## config.mk

```make
export PLATFORM = sky130hd
export DESIGN_NAME = sparse_run_row_decoder
export DESIGN_NICKNAME = d
export VERILOG_FILES = /design/src/rtl/srrd_pkg.sv /design/src/rtl/srrd_front.sv /design/src/rtl/srrd_fifo.sv /design/src/rtl/srrd_back.sv /design/src/rtl/sparse_run_row_decoder.sv
export SDC_FILE = /design/constraint.sdc
export NUM_CORES = 1
export LEC_CHECK = 0
export ABC_AREA = 1
export BUFFER_PORTS_ARGS = -buffer_cell sky130_fd_sc_hd__buf_2
export CAP_MARGIN = 20
export CORE_MARGIN = 5
export CORE_UTILIZATION = 57
export DETAILED_ROUTE_END_ITERATION = 12
export GPL_ROUTABILITY_DRIVEN = 0
export PLACE_DENSITY = 0.83
export SYNTH_ARGS = -nofsm -noshare
export SYNTH_HDL_FRONTEND = slang
export SYNTH_SLANG_ARGS = --single-unit
```

## constraint.sdc

```tcl
create_clock -name clk -period 6.8 [get_ports clk]
set_clock_uncertainty 0.05 [all_clocks]
set_input_delay 1.36 -clock clk [delete_from_list [all_inputs] [get_ports clk]]
set_output_delay 1.36 -clock clk [all_outputs]
set_load 0.005 [all_outputs]
```

## src/rtl/srrd_pkg.sv

```systemverilog
// Shared types and constants for the sparse run row decoder.
// Used by every module in rtl/; depends on nothing.
package srrd_pkg;

  localparam logic [7:0] EscByte   = 8'hFF;
  localparam logic [7:0] LongMark  = 8'h00;
  localparam logic [8:0] EscOffset = 9'd255;

  localparam int CfgIdxW  = 1;
  localparam int CfgDataW = 16;
  localparam logic [CfgIdxW-1:0] CFG_LINE_WIDTH = 1'b0;
  localparam logic [CfgIdxW-1:0] CFG_FG_COLOUR  = 1'b1;

  localparam logic [9:0]  LineWidthReset = 10'd320;
  localparam logic [15:0] FgColourReset  = 16'hFFFF;

  localparam int QueueDepth = 2;
  localparam int NumSlots   = 5;
  // slots 0, 2, 4 are blank fills, slots 1, 3 colour fills
  localparam logic [NumSlots-1:0] BlankSlots = 5'b10101;

  typedef struct packed {
    logic [7:0] code_byte;
    logic       last_in_row;
    logic       row_empty;
  } in_item_t;

  typedef struct packed {
    logic [9:0]  fill_count;
    logic [15:0] fill_value;
    logic        is_blank;
    logic        row_done;
    logic        last;
  } out_item_t;

  // classified item: up to two runs, then optional row end
  typedef struct packed {
    logic       empty;
    logic       row_end;
    logic       r0_v;
    logic [8:0] r0_x;
    logic [7:0] r0_len;
    logic       r1_v;
    logic [8:0] r1_x;
  } cmd_t;

  typedef enum logic [3:0] {
    PH_START     = 4'b0001,
    PH_AFTER_ESC = 4'b0010,
    PH_HELD      = 4'b0100,
    PH_LEN       = 4'b1000
  } phase_t;

endpackage

```

## src/rtl/srrd_front.sv

```systemverilog
// Front end: parses code bytes into run commands, tracks entry phase.
// Depends on srrd_pkg.
module srrd_front (
  input  logic              clk,
  input  logic              rst_n,
  input  srrd_pkg::in_item_t in_item,
  input  logic              push,
  output srrd_pkg::cmd_t    cmd
);

  srrd_pkg::phase_t phase_r, phase_nxt;
  logic [7:0] held_r, held_nxt;
  logic       hc_r, hc_nxt;
  logic [8:0] off;
  logic [7:0] b;

  assign b   = in_item.code_byte;
  assign off = hc_r ? srrd_pkg::EscOffset : 9'd0;

  always_comb begin
    cmd       = '0;
    phase_nxt = phase_r;
    held_nxt  = held_r;
    hc_nxt    = hc_r;
    if (in_item.row_empty) begin
      cmd.empty = 1'b1;
      phase_nxt = srrd_pkg::PH_START;
      held_nxt  = 8'd0;
      hc_nxt    = 1'b0;
    end else begin
      case (phase_r)
        srrd_pkg::PH_START: begin
          if (b == srrd_pkg::EscByte) begin
            hc_nxt    = 1'b1;
            phase_nxt = srrd_pkg::PH_AFTER_ESC;
          end else begin
            held_nxt = b;
            if (in_item.last_in_row) begin
              cmd.r0_v   = 1'b1;
              cmd.r0_x   = {1'b0, b} + off;
              cmd.r0_len = 8'd1;
            end else begin
              phase_nxt = srrd_pkg::PH_HELD;
            end
          end
        end
        srrd_pkg::PH_AFTER_ESC: begin
          held_nxt = b;
          if (in_item.last_in_row) begin
            cmd.r0_v   = 1'b1;
            cmd.r0_x   = {1'b0, b} + off;
            cmd.r0_len = 8'd1;
          end else begin
            phase_nxt = srrd_pkg::PH_HELD;
          end
        end
        srrd_pkg::PH_HELD: begin
          if (b > held_r) begin
            cmd.r0_v   = 1'b1;
            cmd.r0_x   = {1'b0, held_r} + off;
            cmd.r0_len = 8'd1;
            phase_nxt  = srrd_pkg::PH_START;
            if (b == srrd_pkg::EscByte) begin
              hc_nxt    = 1'b1;
              phase_nxt = srrd_pkg::PH_AFTER_ESC;
            end else begin
              held_nxt = b;
              if (in_item.last_in_row) begin
                cmd.r1_v = 1'b1;
                cmd.r1_x = {1'b0, b} + off;
              end else begin
                phase_nxt = srrd_pkg::PH_HELD;
              end
            end
          end else if (b == srrd_pkg::LongMark) begin
            phase_nxt = srrd_pkg::PH_LEN;
          end else begin
            cmd.r0_v   = 1'b1;
            cmd.r0_x   = {1'b0, held_r} + off;
            cmd.r0_len = b;
            phase_nxt  = srrd_pkg::PH_START;
          end
        end
        srrd_pkg::PH_LEN: begin
          cmd.r0_v   = 1'b1;
          cmd.r0_x   = {1'b0, held_r} + off;
          cmd.r0_len = b;
          phase_nxt  = srrd_pkg::PH_START;
        end
        default: begin
          phase_nxt = srrd_pkg::PH_START;
        end
      endcase
      if (in_item.last_in_row) begin
        cmd.row_end = 1'b1;
        phase_nxt   = srrd_pkg::PH_START;
        held_nxt    = 8'd0;
        hc_nxt      = 1'b0;
      end
    end
  end

  always_ff @(posedge clk) begin
    if (!rst_n) begin
      phase_r <= srrd_pkg::PH_START;
      held_r  <= 8'd0;
      hc_r    <= 1'b0;
    end else if (push) begin
      phase_r <= phase_nxt;
      held_r  <= held_nxt;
      hc_r    <= hc_nxt;
    end
  end

endmodule

```

## src/rtl/srrd_fifo.sv

```systemverilog
// Short command queue between front and back end.
// Depends on srrd_pkg.
module srrd_fifo #(
  parameter int DEPTH = srrd_pkg::QueueDepth
) (
  input  logic           clk,
  input  logic           rst_n,
  input  logic           push,
  input  srrd_pkg::cmd_t push_data,
  input  logic           pop,
  output srrd_pkg::cmd_t head,
  output logic           not_empty,
  output logic           not_full
);

  localparam int PtrW = (DEPTH > 1) ? $clog2(DEPTH) : 1;
  localparam int CntW = $clog2(DEPTH + 1);

  srrd_pkg::cmd_t mem_r [DEPTH];
  logic [PtrW-1:0] wr_ptr_r, rd_ptr_r;
  logic [CntW-1:0] count_r;

  assign not_empty = (count_r != '0);
  assign not_full  = (count_r != CntW'(DEPTH));
  assign head      = mem_r[rd_ptr_r];

  always_ff @(posedge clk) begin
    if (push) begin
      mem_r[wr_ptr_r] <= push_data;
    end
  end

  always_ff @(posedge clk) begin
    if (!rst_n) begin
      wr_ptr_r <= '0;
      rd_ptr_r <= '0;
      count_r  <= '0;
    end else begin
      if (push) begin
        wr_ptr_r <= (wr_ptr_r == PtrW'(DEPTH - 1)) ? '0 : wr_ptr_r + 1'b1;
      end
      if (pop) begin
        rd_ptr_r <= (rd_ptr_r == PtrW'(DEPTH - 1)) ? '0 : rd_ptr_r + 1'b1;
      end
      case ({push, pop})
        2'b10:   count_r <= count_r + 1'b1;
        2'b01:   count_r <= count_r - 1'b1;
        default: count_r <= count_r;
      endcase
    end
  end

endmodule

```

## src/rtl/srrd_back.sv

```systemverilog
// Back end: turns run commands into fill beats, tracks painted column.
// Depends on srrd_pkg.
module srrd_back (
  input  logic               clk,
  input  logic               rst_n,
  input  srrd_pkg::cmd_t     cmd,
  input  logic               cmd_valid,
  output logic               cmd_pop,
  input  logic [9:0]         line_width,
  input  logic [15:0]        fg_colour,
  output logic               out_valid,
  input  logic               out_ready,
  output srrd_pkg::out_item_t out_item
);

  localparam int N = srrd_pkg::NumSlots;

  logic [N-1:0] mask_r, mask_nxt;
  logic [9:0]   cnt_r [N];
  logic [9:0]   cnt_nxt [N];
  logic         row_end_r;
  logic [10:0]  painted_r, painted_nxt;

  logic [10:0] x0, end0, p0, x1, end1, p1, lw_ext;
  logic        b0, c0, b1, c1, tr;
  logic [10:0] d0b, d0c, d1b, d1c, dt;

  logic [N-1:0] lowbit, rest;
  logic         fire, is_last;
  logic [9:0]   cnt_sel;

  assign lw_ext = {1'b0, line_width};
  assign x0     = {2'b00, cmd.r0_x};
  assign end0   = x0 + {3'b000, cmd.r0_len};
  assign b0     = cmd.r0_v && (painted_r < x0);
  assign c0     = cmd.r0_v && (painted_r < end0);
  assign p0     = c0 ? end0 : painted_r;
  assign d0b    = x0 - painted_r;
  assign d0c    = end0 - painted_r;
  assign x1     = {2'b00, cmd.r1_x};
  assign end1   = x1 + 11'd1;
  assign b1     = cmd.r1_v && (p0 < x1);
  assign c1     = cmd.r1_v && (p0 < end1);
  assign p1     = c1 ? end1 : p0;
  assign d1b    = x1 - p0;
  assign d1c    = end1 - p0;
  assign tr     = cmd.row_end && (p1 < lw_ext);
  assign dt     = lw_ext - p1;

  assign lowbit    = mask_r & (~mask_r + 1'b1);
  assign rest      = mask_r & ~lowbit;
  assign is_last   = (rest == '0);
  assign out_valid = (mask_r != '0);
  assign fire      = out_valid && out_ready;
  assign cmd_pop   = cmd_valid && (!out_valid || (fire && is_last));

  always_comb begin
    cnt_sel = '0;
    for (int i = 0; i < N; i++) begin
      if (lowbit[i]) begin
        cnt_sel = cnt_sel | cnt_r[i];
      end
    end
  end

  always_comb begin
    out_item.fill_count = cnt_sel;
    out_item.is_blank   = ((lowbit & srrd_pkg::BlankSlots) != '0);
    out_item.fill_value = out_item.is_blank ? 16'd0 : fg_colour;
    out_item.row_done   = is_last && row_end_r;
    out_item.last       = is_last;
  end

  always_comb begin
    mask_nxt   = mask_r;
    cnt_nxt[0] = d0b[9:0];
    cnt_nxt[1] = b0 ? {2'b00, cmd.r0_len} : d0c[9:0];
    cnt_nxt[2] = d1b[9:0];
    cnt_nxt[3] = b1 ? 10'd1 : d1c[9:0];
    cnt_nxt[4] = dt[9:0];
    painted_nxt = painted_r;
    if (cmd_pop) begin
      if (cmd.empty) begin
        mask_nxt    = 5'b10000;
        cnt_nxt[4]  = line_width;
        painted_nxt = '0;
      end else begin
        mask_nxt    = {tr, c1, b1, c0, b0};
        painted_nxt = cmd.row_end ? 11'd0 : p1;
      end
    end else if (fire) begin
      mask_nxt = mask_r & ~lowbit;
    end
  end

  always_ff @(posedge clk) begin
    if (cmd_pop) begin
      for (int i = 0; i < N; i++) begin
        cnt_r[i] <= cnt_nxt[i];
      end
      row_end_r <= cmd.empty || cmd.row_end;
    end
  end

  always_ff @(posedge clk) begin
    if (!rst_n) begin
      mask_r    <= '0;
      painted_r <= '0;
    end else begin
      mask_r    <= mask_nxt;
      painted_r <= painted_nxt;
    end
  end

endmodule

```

## src/rtl/sparse_run_row_decoder.sv

```systemverilog
// Sparse run row decoder: code bytes in, display fill commands out, one
// item per beat on each side. The front end takes one byte per cycle while
// its command queue (QUEUE_DEPTH entries) has room; the back end sends one
// fill per cycle while out_ready is high, so an item holds the back end
// until its last fill is taken, and an item with no fill still takes its
// turn. Throughput is set by the back end's single fill port. Depends on
// srrd_pkg, srrd_front, srrd_fifo and srrd_back.
module sparse_run_row_decoder #(
  parameter int QUEUE_DEPTH = srrd_pkg::QueueDepth
) (
  input  logic                          clk,
  input  logic                          rst_n,
  input  logic                          in_valid,
  output logic                          in_ready,
  input  srrd_pkg::in_item_t            in_data,
  output logic                          out_valid,
  input  logic                          out_ready,
  output srrd_pkg::out_item_t           out_data,
  input  logic                          cfg_wr_en,
  input  logic [srrd_pkg::CfgIdxW-1:0]  cfg_index,
  input  logic [srrd_pkg::CfgDataW-1:0] cfg_wdata
);

  logic [9:0]     line_width_r;
  logic [15:0]    fg_colour_r;
  logic           push, pop, q_not_empty, q_not_full;
  srrd_pkg::cmd_t f_cmd, q_head;

  always_ff @(posedge clk) begin
    if (!rst_n) begin
      line_width_r <= srrd_pkg::LineWidthReset;
      fg_colour_r  <= srrd_pkg::FgColourReset;
    end else if (cfg_wr_en) begin
      case (cfg_index)
        srrd_pkg::CFG_LINE_WIDTH: line_width_r <= cfg_wdata[9:0];
        srrd_pkg::CFG_FG_COLOUR:  fg_colour_r  <= cfg_wdata[15:0];
        default: ;
      endcase
    end
  end

  assign in_ready = q_not_full;
  assign push     = in_valid && q_not_full;

  srrd_front u_front (
    .clk     (clk),
    .rst_n   (rst_n),
    .in_item (in_data),
    .push    (push),
    .cmd     (f_cmd)
  );

  srrd_fifo #(
    .DEPTH (QUEUE_DEPTH)
  ) u_fifo (
    .clk       (clk),
    .rst_n     (rst_n),
    .push      (push),
    .push_data (f_cmd),
    .pop       (pop),
    .head      (q_head),
    .not_empty (q_not_empty),
    .not_full  (q_not_full)
  );

  srrd_back u_back (
    .clk        (clk),
    .rst_n      (rst_n),
    .cmd        (q_head),
    .cmd_valid  (q_not_empty),
    .cmd_pop    (pop),
    .line_width (line_width_r),
    .fg_colour  (fg_colour_r),
    .out_valid  (out_valid),
    .out_ready  (out_ready),
    .out_item   (out_data)
  );

endmodule

```

==> flow_metrics.py <==
metrics = {
    "placement": {
        "pre_cts_slack_ns": 0.04584,
        "dp_hpwl_um": 23630,
        "io_buffers": 62,
    },
    "grt": {
        "grt_pass1_vias": 9710,
        "grt_pass1_wl_um": 49680,
        "antenna_found_initial": 0,
        "track_usage": 0.2587,
        "grt_start_max_net_pins": 60,
        "gr-total-overflow": 0,
    },
    "timing": {
        "fmax_mhz": 153.8,
        "finalSetupViolCount": 0,
        "finalSetupTns_ns": 0,
        "hold_viol": 0,
        "timing.final.ws_setup_ns": 0.2977,
        "drv_slew": 0,
        "slew_headroom": 0.3634,
        "period_needed_ns": 6.502,
        "finalCritPeriodShare": 0.9562,
        "worst_pin_slew_ns": 0.9538,
    },
    "detailed_routing": {
        "top_layer": "met4",
        "routed_wl_um": 31850,
        "vias": 10510,
        "drt_first_pass_iters": 7,
        "routedWlPerCell_um": 17.64,
        "dr_wl_met2_um": 15110,
        "dr.first_iter.drc_count": 1299,
        "ant_nets": 0,
        "drcViolationCount": 0,
        "drt-met1-wl_um": 12560,
        "avgViaCountPerCell": 5.824,
        "dr_wl_met3_um": 2544,
    },
    "finish": {
        "fillers": 1621,
        "synthToLayoutAreaGrowth_pct": 12.51,
        "nets": 1688,
        "finish.utilization": 0.6513,
        "drive_gt1_frac": 0.1290,
        "mostFrequentLayoutCell": "nand2_1",
        "regArea_mm2": 0.004536,
        "multi_input_area_mm2": 0.006407,
        "layout_common_cells": "nand2_1 (271), inv_1 (210), a21oi_1 (121)",
        "antenna_cells": 0,
    },
    "floorplanning": {
        "die_h_um": 153.6,
        "start_util": 0.5789,
        "rows": 52,
        "die-area_mm2": 0.02359,
        "die_x_um": 153.6,
        "core_area_mm2": 0.02030,
        "num_io_pins": 63,
    },
    "synth": {
        "ys_seq_area_frac": 0.3859,
        "synth_area_mm2": 0.01175,
        "synth-xor-area-share": 0.03567,
        "ys_warn_count": 0,
        "synth_fa_ha_area_frac": 0.1478,
        "yosys.area.top_type": "edfxtp_1",
        "syn_nets": 1619,
        "synth_cell_types": 55,
        "synth_mux_area_frac": 0,
        "synth-main-ff-cell": "edfxtp_1",
        "ys_async_sr_fraction": 0,
        "synth_compound_area_frac": 0.1260,
        "synthCells": 1453,
        "synth_area_per_cell_um2": 8.088,
        "yosys.area_share.simple": 0.2190,
        "synth.top_cell.area_share": 0.2836,
        "synth-seq-cells": 171,
        "synth_top_family_by_area": "simple AND/OR/NAND/NOR gates",
        "synth_edf_count": 111,
        "synthTopCellsByArea": "edfxtp_1 (28%), ha_1 (13%), dfxtp_1 (10%)",
    },
    "clock_network": {
        "cts_sinks": 171,
        "cts_tree": "yes",
        "cts_root_buffer": "clkbuf_16",
        "clk_latency_ns": 0.44,
        "clockBufferDepth": 2,
        "cts_hold_buffers": 0,
        "htreeDepth": 4,
        "cts_made_buffers": 17,
        "clk_pin_slew_ns": 0.07,
    },
    "setup_path": {
        "r2r_end": "u_back.cnt_r[0][48]",
        "critical-path-top-delay-family": "simple AND/OR/NAND/NOR gates",
        "critPathRequiredTime_ns": 6.90,
        "cp_num_buf_inv": 8,
        "crit_type": "reg -> reg",
        "crit_path_start_kind": "register",
        "crit_arrival_ns": 6.60,
        "crit_top_cell": "nand2_1",
        "cp_max_fo": 13,
        "r2r_setup_slack_ns": 0.30,
        "reg2regPathDepth": 43,
        "slowest_delay_ns": 0.38,
        "critPathCaptureType": "register",
        "crit_slowest_cell": "fa_1",
    },
    "min_path": {
        "hp-start": "u_front.phase_r[3]",
        "min_to": "u_front.phase_r[3]",
        "whs_path_depth": 2,
        "holdCritPathClass": "reg -> reg",
    },
    "status": {
        "status": "completed",
    },
    "job": {
        "drv_cap": 0,
    },
}
## per-stage QoR
step	instances	hold WS, ns	instance area (um^2)
finish	1805	0.4360	13220
global route	1805	0.4615	13220
CTS	1792	0.4408	12910
detailed placement	1760	0.4070	12320
global placement	1760	0.3858	12320
floorplan	1453	0.3757	11750
## cells in the mapped netlist, drive strengths merged (13+ instances only)
master	n
nand3	117
xnor2	13
ha	126
edfxtp	111
nor2	101
clkbuf	26
inv	217
o211ai	24
or2	27
nand2	283
nor3	17
a21oi	126
o21ai	80
nand4	25
dfxtp	60
xor2	34
## cells by family (layout without fill, tap and decap cells)
logic type	count (synthesis)	after routing
AOI/OAI and AO/OA	262	262
and+or+nand+nor	582	582
DFF	171	171
buffers and inverters	257	339
xor gates and xnor gates	47	47
adders and majority gates	134	134
## registers in the layout, indices dropped and copies added (netlist names), named ones only
signal            count
u_back.cnt_r         50
u_front.held_r        8
u_back.row_end_r      1
u_fifo.wr_ptr_r       1
u_fifo.rd_ptr_r       1
u_front.phase_r       4
u_fifo.mem_r         60
fg_colour_r          16
u_front.hc_r          1
u_back.mask_r         5
u_fifo.count_r        2
line_width_r         10
u_back.painted_r     11
## area by class of cell
| cell class | instances | share of cell area |
|---|---|---|
| Clock buffer | 24 | 0.03975 |
| Clock inverter | 8 | 0.005394 |
| Inverter | 219 | 0.06255 |
| Multi-Input combinational cell | 1025 | 0.4846 |
| Sequential cell | 171 | 0.3430 |
| Tap cell | 270 | 0.02555 |
| Timing Repair Buffer | 88 | 0.03908 |
## per-layer routing
| metal | vias up | global-route usage |
|---|---|---|
| met1 | 4861 | 0.3386 |
| li1 | 5003 | - |
| met4 | 0 | 0.1224 |
| met3 | 107 | 0.04300 |
| met2 | 542 | 0.4205 |
| met5 | - | 0 |
## worst max path at each step
stage | endpoint | slack [ns] | depth (start not counted)
after CTS | u_back.cnt_r[0][48] | 0.02 | 44
after floorplan | u_back.cnt_r[0][48] | 0.31 | 47
final | u_back.cnt_r[0][48] | 0.30 | 43
after detailed placement | u_back.cnt_r[0][48] | 0.05 | 44
after global routing | u_back.cnt_r[0][48] | -0.12 | 44
after global placement | u_back.cnt_r[0][48] | 0.26 | 43
## tightest hold or removal path: cells and delay by family, from the launching register on
family,cells,cell delay (ns)
DFF,1,0.32
and+or+nand+nor,1,0.06
AOI/OAI and AO/OA,1,0.06
## timing repair
| item | CTS | global route |
|---|---|---|
| resized for setup | 0 | 44 |
| buffers inserted | 0 | 13 |
| endpoints found under the setup margin | 0 | 7 |
Power is left out: the tool's default activity adds up to more than one toggle a clock period on the data nets, which glitch-free logic cannot reach.
